File: src/design/sfq_pkg.sv
// Package for the counting semaphore with a FIFO wait queue.
// Holds status codes, sequencer states and default parameter values.
// No dependencies.
`default_nettype none

package sfq_pkg;

  localparam int QueueDepthDef = 16;
  localparam int TaskIdBitsDef = 8;

  localparam int TaskW   = 8;
  localparam int StatusW = 3;
  localparam int CountW  = 8;

  localparam logic [StatusW-1:0] STAT_ACQUIRED   = 3'd0;
  localparam logic [StatusW-1:0] STAT_ALREADY    = 3'd1;
  localparam logic [StatusW-1:0] STAT_BLOCKED    = 3'd2;
  localparam logic [StatusW-1:0] STAT_COUNT_UP   = 3'd3;
  localparam logic [StatusW-1:0] STAT_HANDED     = 3'd4;
  localparam logic [StatusW-1:0] STAT_NOT_HOLDER = 3'd5;
  localparam logic [StatusW-1:0] STAT_FULL       = 3'd6;

  localparam logic ACT_DOWN = 1'b0;
  localparam logic ACT_UP   = 1'b1;

  localparam logic [CountW-1:0] COUNT_MAX   = 8'hFF;
  localparam logic [CountW-1:0] COUNT_RESET = 8'd1;

  typedef enum logic {
    SEQ_IDLE,
    SEQ_EXEC
  } seq_state_t;

endpackage

`default_nettype wire

File: src/design/semaphore_fifo_wait_queue_top.sv
// Top level of the counting semaphore with one recorded holder and a FIFO wait queue.
// Depends on sfq_pkg for status codes, sequencer states and parameter defaults.
//
// Usage:
//   Input channel: drive in_action (0 down, 1 up) and in_task_id with start high.
//   The item is taken at a rising edge where start is high and busy is low.
//   Result channel: out_valid is high for exactly one cycle with out_status,
//   out_woken_task, out_holder_valid, out_holder_after and out_count_after.
//   The receiver cannot stall; every result must be taken in its cycle.
//   Result timing: the item is registered at the accepting edge, the result is
//   computed in the execute cycle and registered onto the ports at its end.
//   A new item is not taken while busy is high. The wait queue sits in a
//   synchronous memory; the head entry is read in the accept cycle and the
//   read-modify-write of all state completes in the following execute cycle.
//   busy is high during the execute cycle, which keeps queue accesses apart.
//   Configuration: cfg_wr_en with cfg_wr_data writes initial_count; the count
//   itself is loaded too when no task holds and the queue is empty.
//   Reset (rst_n low, synchronous): count and initial_count become 1, holder
//   and queue pointers clear. The queue memory is not cleared.
`default_nettype none

module semaphore_fifo_wait_queue_top
  import sfq_pkg::*;
#(
  parameter int QUEUE_DEPTH  = QueueDepthDef,
  parameter int TASK_ID_BITS = TaskIdBitsDef
) (
  input  wire logic               clk,
  input  wire logic               rst_n,
  input  wire logic               start,
  output logic                    busy,
  input  wire logic               in_action,
  input  wire logic [TaskW-1:0]   in_task_id,
  output logic                    out_valid,
  output logic [StatusW-1:0]      out_status,
  output logic [TaskW-1:0]        out_woken_task,
  output logic                    out_holder_valid,
  output logic [TaskW-1:0]        out_holder_after,
  output logic [CountW-1:0]       out_count_after,
  input  wire logic               cfg_wr_en,
  input  wire logic [CountW-1:0]  cfg_wr_data
);

  localparam int IdW   = (TASK_ID_BITS < TaskW) ? TASK_ID_BITS : TaskW;
  localparam int PtrW  = (QUEUE_DEPTH > 2) ? $clog2(QUEUE_DEPTH) : 1;
  localparam int FillW = $clog2(QUEUE_DEPTH + 1);
  localparam logic [PtrW-1:0]  PtrLast = PtrW'(QUEUE_DEPTH - 1);
  localparam logic [FillW-1:0] FillMax = FillW'(QUEUE_DEPTH);

  seq_state_t state_r, state_nxt;

  logic               accept;
  logic               action_r;
  logic [IdW-1:0]     task_r;

  logic [CountW-1:0]  init_count_r, init_count_nxt;
  logic [CountW-1:0]  sem_count_r, sem_count_nxt;
  logic [IdW-1:0]     holder_id_r, holder_id_nxt;
  logic               holder_present_r, holder_present_nxt;
  logic [PtrW-1:0]    head_r, head_nxt;
  logic [PtrW-1:0]    tail_r, tail_nxt;
  logic [FillW-1:0]   fill_r, fill_nxt;

  logic [IdW-1:0]     queue_mem [QUEUE_DEPTH];
  logic [IdW-1:0]     head_data_r;
  logic               push;

  logic               is_holder;
  logic [StatusW-1:0] status;
  logic [IdW-1:0]     woken;
  logic               exec;

  logic               out_valid_r;
  logic [StatusW-1:0] out_status_r;
  logic [TaskW-1:0]   out_woken_r;
  logic               out_hvalid_r;
  logic [TaskW-1:0]   out_holder_r;
  logic [CountW-1:0]  out_count_r;

  // Sequencer: next state
  always_comb begin
    state_nxt = state_r;
    case (state_r)
      SEQ_IDLE: if (accept) state_nxt = SEQ_EXEC;
      SEQ_EXEC: state_nxt = SEQ_IDLE;
      default:  state_nxt = SEQ_IDLE;
    endcase
  end

  // Sequencer: outputs
  always_comb begin
    busy = 1'b0;
    exec = 1'b0;
    case (state_r)
      SEQ_IDLE: busy = 1'b0;
      SEQ_EXEC: begin
        busy = 1'b1;
        exec = 1'b1;
      end
      default:  busy = 1'b0;
    endcase
  end

  assign accept = start & ~busy;

  // Queue memory: head read every cycle, push in the execute cycle
  always_ff @(posedge clk) begin
    head_data_r <= queue_mem[head_r];
    if (push) begin
      queue_mem[tail_r] <= task_r;
    end
  end

  // Request decode and state update
  always_comb begin
    sem_count_nxt      = sem_count_r;
    holder_id_nxt      = holder_id_r;
    holder_present_nxt = holder_present_r;
    head_nxt           = head_r;
    tail_nxt           = tail_r;
    fill_nxt           = fill_r;
    init_count_nxt     = init_count_r;
    push               = 1'b0;
    woken              = '0;
    status             = STAT_NOT_HOLDER;
    is_holder          = holder_present_r && (task_r == holder_id_r);

    if (exec) begin
      if (action_r == ACT_DOWN) begin
        if (is_holder) begin
          status = STAT_ALREADY;
        end else if (sem_count_r != '0) begin
          sem_count_nxt      = sem_count_r - CountW'(1);
          holder_id_nxt      = task_r;
          holder_present_nxt = 1'b1;
          status             = STAT_ACQUIRED;
        end else if (fill_r >= FillMax) begin
          status = STAT_FULL;
        end else begin
          push     = 1'b1;
          tail_nxt = (tail_r == PtrLast) ? '0 : tail_r + PtrW'(1);
          fill_nxt = fill_r + FillW'(1);
          status   = STAT_BLOCKED;
        end
      end else begin
        if (!is_holder) begin
          status = STAT_NOT_HOLDER;
        end else if (fill_r == '0) begin
          if (sem_count_r == COUNT_MAX) begin
            status = STAT_FULL;
          end else begin
            sem_count_nxt = sem_count_r + CountW'(1);
            status        = STAT_COUNT_UP;
          end
          holder_present_nxt = 1'b0;
          holder_id_nxt      = '0;
        end else begin
          woken              = head_data_r;
          head_nxt           = (head_r == PtrLast) ? '0 : head_r + PtrW'(1);
          fill_nxt           = fill_r - FillW'(1);
          holder_id_nxt      = head_data_r;
          holder_present_nxt = 1'b1;
          status             = STAT_HANDED;
        end
      end
    end

    if (cfg_wr_en) begin
      init_count_nxt = cfg_wr_data;
      if (!holder_present_r && fill_r == '0) begin
        sem_count_nxt = cfg_wr_data;
      end
    end
  end

  always_ff @(posedge clk) begin
    if (!rst_n) begin
      state_r          <= SEQ_IDLE;
      init_count_r     <= COUNT_RESET;
      sem_count_r      <= COUNT_RESET;
      holder_id_r      <= '0;
      holder_present_r <= 1'b0;
      head_r           <= '0;
      tail_r           <= '0;
      fill_r           <= '0;
      out_valid_r      <= 1'b0;
    end else begin
      state_r          <= state_nxt;
      init_count_r     <= init_count_nxt;
      sem_count_r      <= sem_count_nxt;
      holder_id_r      <= holder_id_nxt;
      holder_present_r <= holder_present_nxt;
      head_r           <= head_nxt;
      tail_r           <= tail_nxt;
      fill_r           <= fill_nxt;
      out_valid_r      <= exec;
    end
  end

  // Latch the item and the result
  always_ff @(posedge clk) begin
    if (accept) begin
      action_r <= in_action;
      task_r   <= in_task_id[IdW-1:0];
    end
    if (exec) begin
      out_status_r <= status;
      out_woken_r  <= TaskW'(woken);
      out_hvalid_r <= holder_present_nxt;
      out_holder_r <= holder_present_nxt ? TaskW'(holder_id_nxt) : '0;
      out_count_r  <= sem_count_nxt;
    end
  end

  assign out_valid        = out_valid_r;
  assign out_status       = out_status_r;
  assign out_woken_task   = out_woken_r;
  assign out_holder_valid = out_hvalid_r;
  assign out_holder_after = out_holder_r;
  assign out_count_after  = out_count_r;

endmodule

`default_nettype wire
File: config.mk
export PLATFORM = sky130hd
export DESIGN_NAME = semaphore_fifo_wait_queue_top
export DESIGN_NICKNAME = d
export VERILOG_FILES = /design/src/design/sfq_pkg.sv /design/src/design/semaphore_fifo_wait_queue_top.sv
export SDC_FILE = /design/constraint.sdc
export NUM_CORES = 1
export LEC_CHECK = 0
export BUFFER_PORTS_ARGS = -buffer_cell sky130_fd_sc_hd__buf_2
export CORE_UTILIZATION = 30
export CTS_CLUSTER_DIAMETER = 50
export DETAILED_ROUTE_END_ITERATION = 10
export GPL_TIMING_DRIVEN = 0
export SYNTH_ARGS = -nofsm -noshare
export SYNTH_HDL_FRONTEND = slang
export SYNTH_SLANG_ARGS = --single-unit
export TNS_END_PERCENT = 20
File: constraint.sdc
create_clock -name clk -period 3.9 [get_ports clk]
set_clock_uncertainty 0.2 [all_clocks]
set_input_delay 0 -clock clk [delete_from_list [all_inputs] [get_ports clk]]
set_output_delay 0 -clock clk [all_outputs]
set_load 0.01 [all_outputs]
==> results.tsv, run 1 <==
metric	value	unit
Routed met3 length	1450	um
pre-CTS WS	-228	ps
commonest non-fill, non-tap cell in the layout	edfxtp_1	
area grow syn2layout	20.0	%
via count	5555	
FF-to-FF path depth	9	
MaxCap Viol Count	0	
Mapped Nets	635	
Tightest Pin Transition	1040	ps
Mapped Area	8890	um2
die area	30300	um2
CP Launch Type	flop	
HP Class	in2reg	
Post-synth ARST share	0	%
clock power share	43.3	%
Reg power frac	50.9	%
n_diodes	0	
RSZ-0062 raised after global routing	true	
yosys warns	0	
placed cells	1035	
H-tree depth	1	
CTS max path bufs	3	
hold path cells	2	
DRT met1 WL	9350	um
Top-Level Pins	51	
Avg WL per Cell	18.4	um
CTS tree	done	
Clock Latency Late Sink	510	ps
reg-to-reg slack, setup	180	ps
GR Overflow Total	0	
minimum clock period	3720	ps
Placeable Area	28900	um2
setup TNS	0	ps
syn_area_per_cell	14.8	um2
Worst EP arrival	3910	ps
fin nets	737	
Initial DRC Count	465	
Netlist cell types	65	
Crit Path Class	reg2reg	
Non-Filler Instances	1106	
dpl hpwl	13700	um
Final Worst Setup Slack	182	ps
FF+latch count, synth	205	
Hold Path End	task_r[6]$_DFFE_PP_	
layout cells sized above 1	21.3	%
PortBufs	49	
overall power after layout	4.83	mW
Peak VDD IR	292	uV
Final period util	95.3	%
Lkg Pwr	3.50	nW
commonest non-fill, non-tap cells in the layout	165 x edfxtp_1, 51 x buf_2, 40 x mux4_2	
Sink Count	205	
status	completed	
Highest Signal Layer	met4	
vias in the first global route	5409	
Reg clk slew, reported paths	60	ps
routed wl met2	8960	um
FF+latch area	5760	um2
Post-CTS Setup Bufs	0	
Setup crit end kind	flop	
FP Rows	62	
Max Slew Vio Count	0	
final setup vio count	0	
CP startpoint	task_r[0]$_DFFE_PP_	
Cell Area, Placed	9620	um2
WP data required	4100	ps
CTS Buf Count	24	
Post-synth EDFFs	165	
worst-path maximum fanout	19	
sequential-to-total area share from yosys stat	64.7	%
Post-Synthesis Cells	602	
GRT Overall Usage	13.3	%
Multi-input gate area	2930	um2
combinational fraction of design power	5.8	%
Net Sw Power	1.07	mW
R2R Path Start	task_r[0]$_DFFE_PP_	
Post-DRT Antenna Nets	0	
hold wc startpoint	in_task_id[6]	
Achievable Freq	0.269	GHz
Die Y	174	um
Starting Density	30.7	%
design internal power	3.76	mW
initial antenna violation count	0	
reg2reg end	sem_count_r[0]$_SDFF_PN1_	
DRC	0	
Die X	174	um
filler cell count	2727	
Max transition margin	30.7	%
root buf cell	clkbuf_16	
GPL Wtd Cong	0.869	
Final Hold Violating Endpoints	0	
vias per inst	5.02	
final wirelength	20300	um
dominant synthesized flop cell	edfxtp_1	
pwr/cell area	453	nW/um2
DR pass1 iterations	5	
Sw Share	22.1	%
first-pass GRT wire length	31500	um
design area	10700	um2
largest net degree at the start of global routing	32	
==> cell families (layout without fill, tap and decap cells) <==
| kind of cell | count (synthesis) | after routing | share of synthesized area (%) |
|---|---|---|---|
| flip-flops | 205 | 205 | 64.7 |
| AND/OR/NAND/NOR | 147 | 147 | 8.86 |
| AO/OA/AOI/OAI | 111 | 111 | 8.72 |
| buffers and inverters | 58 | 178 | 2.64 |
| multiplexers | 53 | 53 | 11.7 |
| XOR/XNOR | 16 | 16 | 1.58 |
| adder cells (fa/ha/maj) | 12 | 12 | 1.77 |
==> metrics by stage <==
stage                     hold slack (ps)  util, %
after floorplan                      -101        -
after global placement              -20.9     33.2
after detailed placement            -21.9     33.3
after CTS                            2.39     36.7
after global routing                 2.52     36.9
final                                7.18     36.9
==> synthesized netlist by cell type (5+ instances only) <==
cell	instances	share of area (%)
a21o_1	5	0.42
a311oi_1	5	0.49
mux4_2	40	10
mux2_2	8	1.0
inv_1	19	0.80
mux2i_1	5	0.56
nor3_1	16	0.90
clkbuf_1	29	1.2
or3_1	8	0.56
edfxtp_1	165	56
nand3_1	14	0.79
a21oi_1	27	1.5
o311ai_0	16	1.6
nand4_1	6	0.42
xnor2_1	9	0.89
xor2_1	7	0.69
nor4_1	10	0.70
o31ai_1	5	0.42
ha_1	11	1.5
dfxtp_1	40	9.0
nand2_1	22	0.93
o21ai_0	19	1.1
a211oi_1	5	0.42
and2_1	10	0.70
nor2_1	37	1.6
==> power groups by stage <==
stage / clock, mW / combinational, mW / sequential (mW)
floorplan: 0 / 0.169 / 2.49
global placement: 0 / 0.250 / 2.50
detailed placement: 0 / 0.250 / 2.51
CTS: 2.13 / 0.274 / 2.46
global route: 2.22 / 0.310 / 2.47
finish: 2.09 / 0.280 / 2.46
==> metal layers <==
layer	track usage (%)	vias up
met5	0	-
met4	4.17	0
met3	2.93	40
met2	19.9	213
met1	19.3	2705
li1	-	2597
==> cell type report <==
class	count	share of cell area [%]
Multi-Input combinational cell	339	27.5
Buffer	37	1.47
Inverter	21	0.739
Clock buffer	31	6.07
Clock inverter	13	0.961
Timing Repair Buffer	76	4.83
Tap cell	384	4.50
Sequential cell	205	53.9
==> what timing repair did <==
item	in CTS	in global routing
hold endpoints to repair	43	2
endpoints found under the setup margin	24	18
gates resized for setup	2	4
hold buffers	25	2
==> worst max path at each step <==
stage / endpoint / slack [ps] / cells after the start
finish: sem_count_r[0]$_SDFF_PN1_ / 180 / 9
global placement: queue_mem[0][6]$_DFFE_PP_ / -240 / 5
CTS: queue_mem[1][7]$_DFFE_PP_ / 30 / 9
floorplan: queue_mem[3][0]$_DFFE_PP_ / 930 / 5
global route: sem_count_r[0]$_SDFF_PN1_ / -30 / 9
detailed placement: queue_mem[3][6]$_DFFE_PP_ / -230 / 5
==> critical path, stage by stage, from the launching register on <==
cell	delay, ps
edfxtp_1	860
xnor2_1	220
and4_1	220
clkbuf_1	250
nand3_2	250
clkbuf_1	340
o31ai_1	420
nor3_1	100
nand4b_1	170
dlygate4sd3_1	570
==> registers in the layout (all words and copies together), names as in the netlist <==
signal,cells
queue_mem,128
head_data_r,8
holder_id_r,8
out_count_after,8
out_holder_after,8
out_woken_task,8
sem_count_r,8
task_r,8
fill_r,5
head_r,4
tail_r,4
out_status,3
action_r,1
holder_present_r,1
out_holder_valid,1
out_valid,1
state_r,1
Power figures use the tool's default switching activity.
==> run 2: changes to the inputs <==
- ABC_CLOCK_PERIOD_IN_PS: unset -> 3900
- CELL_PAD_IN_SITES_DETAIL_PLACEMENT: unset -> 0
- CELL_PAD_IN_SITES_GLOBAL_PLACEMENT: unset -> 2
- PLACE_DENSITY_LB_ADDON: unset -> 0.1
==> run 2 against run 1 <==
  * Global-route usage rose by 2.8 points
  * Sequential cell count did not move
  * Fmax rose by 1.9%
  * Die area did not move
  * Clock-buffer cell count rose by 1
  * First-iteration DRC count fell by 25%
  * Highest routed layer unchanged
  * Sequential power barely moved
  * Critical path depth fell by 3
==> results.tsv, run 2 (same netlist as run 1, synthesis figures left out) <==
metric	value	unit	change
Starting Density	30.7	%	unchanged
CP Launch Type	flop		
RSZ-0062 raised after global routing	true		
H-tree depth	1		unchanged
fin nets	749		+1.6%
reg2reg end	queue_mem[15][3]$_DFFE_PP_		
Lkg Pwr	3.64	nW	+4.2%
CTS tree	done		
hold path cells	4		+2
final setup vio count	0		unchanged
hold_ws	59.7	ps	+52.5 ps
area grow syn2layout	23.4	%	
final wirelength	24000	um	+18%
GR Overflow Total	0		unchanged
crit path cell chain	nor4_1 -> and3_1 -> clkbuf_1 -> o311a_1 -> nand2_1 -> nor2_1		
die area	30300	um2	unchanged
Setup crit end kind	flop		
Die X	174	um	unchanged
Achievable Freq	0.274	GHz	+1.9%
GRT Overall Usage	16.2	%	+2.8 points
MaxCap Viol Count	0		unchanged
Clock Latency Late Sink	560	ps	+50 ps
Sink Count	205		unchanged
DRC	0		unchanged
Top reg by flops	queue_mem		
worst-path maximum fanout	8		-11
vias per inst	5.01		-0.27%
HP Class	in2reg		
Crit Path Class	reg2reg		
PortBufs	49		unchanged
Post-DRT Antenna Nets	0		unchanged
Final Hold Violating Endpoints	0		unchanged
Crit path max-delay family	simple AND/OR/NAND/NOR gates		
CTS max path bufs	3		unchanged
layout cells sized above 1	23.6	%	+2.3 points
Final period util	93.6	%	-1.8 points
Non-Filler Instances	1124		+1.6%
vias in the first global route	5829		+7.8%
placed cells	1035		unchanged
GPL Wtd Cong	0.796		-8.4%
CP max stage delay	780	ps	-80 ps
first-pass GRT wire length	36500	um	+16%
R2R Path Start	sem_count_r[2]$_SDFF_PN0_		
Max transition margin	28.3	%	-2.5 points
Hold Path End	sem_count_r[0]$_SDFF_PN1_		
Peak VDD IR	268	uV	-8.3%
hold wc startpoint	cfg_wr_data[0]		
Top-Level Pins	51		unchanged
commonest non-fill, non-tap cells in the layout	165 x edfxtp_1, 51 x buf_2, 40 x mux4_2		
reg-to-reg slack, setup	250	ps	+70 ps
DR pass1 iterations	4		-1
initial antenna violation count	0		unchanged
Avg WL per Cell	21.4	um	+16%
Reg clk slew, reported paths	50	ps	about the same
root buf cell	clkbuf_16		
Tightest Pin Transition	1080	ps	+39.3 ps
WP data required	3880	ps	-220 ps
Placeable Area	28900	um2	unchanged
status	completed		
Max Slew Vio Count	0		unchanged
Largest register FFs	128		unchanged
n_diodes	0		unchanged
pwr/cell area	490	nW/um2	+8.1%
Critical path buffers and inverters	1		-2
CP startpoint	sem_count_r[2]$_SDFF_PN0_		
FF-to-FF path depth	6		-3
Critical Path Slowest Stage Cell	nor4_1		
via count	5630		+1.4%
minimum clock period	3650	ps	-69.4 ps
dpl hpwl	16500	um	+20%
Initial DRC Count	348		-25%
CTS Buf Count	30		+25%
FP Rows	62		unchanged
Worst EP arrival	3630	ps	-280 ps
Die Y	174	um	unchanged
largest net degree at the start of global routing	32		unchanged
commonest non-fill, non-tap cell in the layout	edfxtp_1		
run 2: cell count changes in the layout (fill, tap and decap cells not counted), sizes merged:
cell	previous run	this run
clkbuf	60	61
buf	57	61
dlygate4sd3	27	29
clkinv	9	14
bufinv	1	2
clkinvlp	3	0
inv	21	29
run 2: layout make-up:
class                           instances  area, um2
Sequential cell                       205       5760
Clock buffer                           32        758
Buffer                                 37        158
Inverter                               21       78.8
Timing Repair Buffer                   82        566
Clock inverter                         24        223
Tap cell                              384        480
Multi-Input combinational cell        339       2960
Fill cell                            2775      18000
run 2: worst reg2reg max path, cell delays in order (launching register included):
cell      delay, ps
dfxtp_1         340
nor4_1          780
and3_1          250
clkbuf_1        370
o311a_1         410
nand2_1         270
nor2_1          670
run 2: what timing repair did:
action / in CTS / in global routing
pin swaps: 0 / 1
resized for setup: 6 / 9
endpoints found under the hold margin: 42 / 0
endpoints found under the setup margin: 39 / 25
setup buffers: 0 / 4
hold buffers: 29 / 0
run 2: worst max-delay path by stage:
stage / end / slack, ps / cells after the start
3_5_place_dp: queue_mem[3][2]$_DFFE_PP_ / -150 / 9
5_1_grt: queue_mem[6][4]$_DFFE_PP_ / -40 / 9
4_1_cts: out_holder_after[5]$_SDFFCE_PN0P_ / 50 / 11
2_1_floorplan: queue_mem[3][0]$_DFFE_PP_ / 930 / 5
6_report: queue_mem[15][3]$_DFFE_PP_ / 250 / 6
3_3_place_gp: queue_mem[3][2]$_DFFE_PP_ / -290 / 5
run 2: per-stage QoR:
step                worst slack (ps)  setup TNS [ps]  utilization, %  instance area (um2)  power (mW)
finish                           251               0            37.9                11000        5.37
floorplan                        931               0               -                 8890        2.66
detailed placement              -151           -3470            33.2                 9620        2.78
CTS                             48.9               0            37.7                10900        5.43
global placement                -292           -9500            33.2                 9620        2.78
global route                   -35.7            -673            37.9                11000        5.56
run 2: per-layer routing:
layer  part of all wire [%]  up-vias  GRT usage [%]  wire length [um]
li1                       -     2635              -                 -
met1                     46     2831           22.5             11000
met2                     47      128           25.8             11300
met3                    4.3       36           2.38              1040
met4                    2.7        0           5.45               649
met5                      0        -              0                 0
run 2: power by group:
| group | total, mW | leakage (nW) | switching [mW] | internal (mW) |
|---|---|---|---|---|
| clock network | 2.62 | 0.483 | 1.05 | 1.57 |
| logic | 0.297 | 1.33 | 0.180 | 0.118 |
| registers | 2.46 | 1.83 | 0.0543 | 2.40 |
==> run 3: changes to the inputs <==
- CAP_MARGIN: unset -> 20
- RECOVER_POWER: unset -> 25
==> run 3 against run 2 <==
  * Sequential power hardly changed
  * Critical endpoint is now out_holder_after[5]$_SDFFCE_PN0P_
  * Die area stayed put
  * Routed wire length hardly changed
  * Critical path type unchanged
  * Setup slack worse by 130 ps
  * First-iteration DRC count is 15% higher
  * Combinational power hardly changed
  * Register-to-register slack worse by 130 ps
  * Cell area is 1.4% lower
==> results.tsv, run 3 (same netlist as run 1, synthesis figures left out) <==
metric	value	unit	change
overall power after layout	5.08	mW	-5.6%
RSZ-0062 raised after global routing	true		
initial antenna violation count	0		unchanged
root buf cell	clkbuf_16		
pwr/cell area	469	nW/um2	-4.2%
filler cell count	2792		+0.61%
R2R Path Start	sem_count_r[1]$_SDFF_PN0_		
GR Overflow Total	0		unchanged
largest net degree at the start of global routing	32		unchanged
Achievable Freq	0.265	GHz	-3.3%
CP Launch Type	flop		
fin nets	753		+0.53%
Avg WL per Cell	21.4	um	about the same
FF+latch area	5760	um2	unchanged
Crit Path Class	reg2reg		
Peak VDD IR	410	uV	+53%
status	completed		
CTS max path bufs	3		unchanged
commonest non-fill, non-tap cell in the layout	edfxtp_1		
commonest non-fill, non-tap cells in the layout	165 x edfxtp_1, 65 x clkbuf_1, 40 x mux4_2		
CP startpoint	sem_count_r[1]$_SDFF_PN0_		
Cell Area, Placed	9650	um2	+0.31%
Die Y	174	um	unchanged
GRT Overall Usage	16.1	%	-0.075 points
H-tree depth	1		unchanged
n_diodes	0		unchanged
final wirelength	24000	um	about the same
area grow syn2layout	21.6	%	
Max Slew Vio Count	0		unchanged
GPL Wtd Cong	0.796		unchanged
Post-DRT Antenna Nets	0		unchanged
Final Hold Violating Endpoints	0		unchanged
vias in the first global route	5787		-0.72%
Tightest Pin Transition	957	ps	-119 ps
design area	10800	um2	-1.4%
HP Class	in2reg		
Initial DRC Count	401		+15%
MaxCap Viol Count	0		unchanged
Die X	174	um	unchanged
dpl hpwl	16600	um	+0.84%
die area	30300	um2	unchanged
Reg clk slew, reported paths	60	ps	about the same
Largest register FFs	128		unchanged
hold wc startpoint	cfg_wr_data[0]		
Final period util	96.8	%	+3.2 points
first-pass GRT wire length	36400	um	-0.24%
FP Rows	62		unchanged
Starting Density	30.7	%	unchanged
Worst EP arrival	3840	ps	+210 ps
Sink Count	205		unchanged
minimum clock period	3770	ps	+126 ps
via count	5631		+0.018%
Setup crit end kind	flop		
layout cells sized above 1	18.2	%	-5.4 points
Top-Level Pins	51		unchanged
worst-path maximum fanout	10		+2
vias per inst	5.01		about the same
Placeable Area	28900	um2	unchanged
final setup vio count	0		unchanged
CTS Buf Count	28		-6.7%
DR pass1 iterations	5		+1
Lkg Pwr	3.49	nW	-4.2%
Multi-input gate area	2920	um2	-1.3%
Max transition margin	36.2	%	+7.9 points
DRC	0		unchanged
reg-to-reg slack, setup	130	ps	-130 ps
CTS tree	done		
WP data required	3970	ps	+90 ps
Clock Latency Late Sink	550	ps	about the same
Top reg by flops	queue_mem		
PortBufs	49		unchanged
-- run 3: report_power, final --
group	switching (mW)	total (mW)	internal, mW
sequential	0.0526	2.46	2.40
combinational	0.181	0.296	0.114
clock	0.983	2.32	1.34
total	1.22	5.08	3.86
-- run 3: metrics by stage --
step | hold slack, ps | setup slack [ps] | utilization, % | std cells | TNS [ps]
floorplan | -101 | 931 | - | 602 | 0
global placement | -23.0 | -292 | 33.2 | 1035 | -9500
detailed placement | -21.9 | -143 | 33.4 | 1039 | -712
CTS | 49.8 | 58.0 | 37.4 | 1119 | 0
global route | 78.4 | -37.6 | 37.4 | 1124 | -75.8
finish | 64.0 | 125 | 37.4 | 1124 | 0
-- run 3: routing by layer --
metal  share of wire [%]  vias to the layer above  track usage (%)
met3                 3.2                       31             2.32
met1                  47                     2866             22.6
li1                    -                     2631                -
met4                 2.1                        0             3.91
met2                  48                      103             26.3
met5                   0                        -                0
-- run 3: worst paths after layout --
check	to	depth (start not counted)
max	out_holder_after[5]$_SDFFCE_PN0P_	11
max reg2reg	out_holder_after[5]$_SDFFCE_PN0P_	11
min reg2reg	fill_r[3]$_SDFFE_PN0P_	2
min	sem_count_r[0]$_SDFF_PN1_	4
-- run 3: timing repair --
action,CTS,global route
hold buffers,29,0
pin swaps,1,0
gates resized for setup,1,3
hold endpoints to repair,42,0
setup buffers,1,3
setup endpoints to repair,7,22
-- run 3: critical path, stage by stage (launching register included) --
cell and delay, ps:
dfxtp_1 320, clkbuf_1 370, inv_1 110, ha_1 200, buf_1 220, and3_1 200
clkbuf_1 200, a31oi_2 610, buf_2 410, mux2_2 370, a21oi_1 170, o21ai_0 130
-- run 3: final cells by class --
class / instances / share of cell area, %
clock buffers: 33 / 6.65
flip-flops and latches: 205 / 53.2
multi-input cells: 339 / 27.0
repair buffers: 88 / 5.22
inverters: 21 / 0.729
plain buffers: 37 / 1.45
well taps: 384 / 4.44
clock inverters: 17 / 1.33
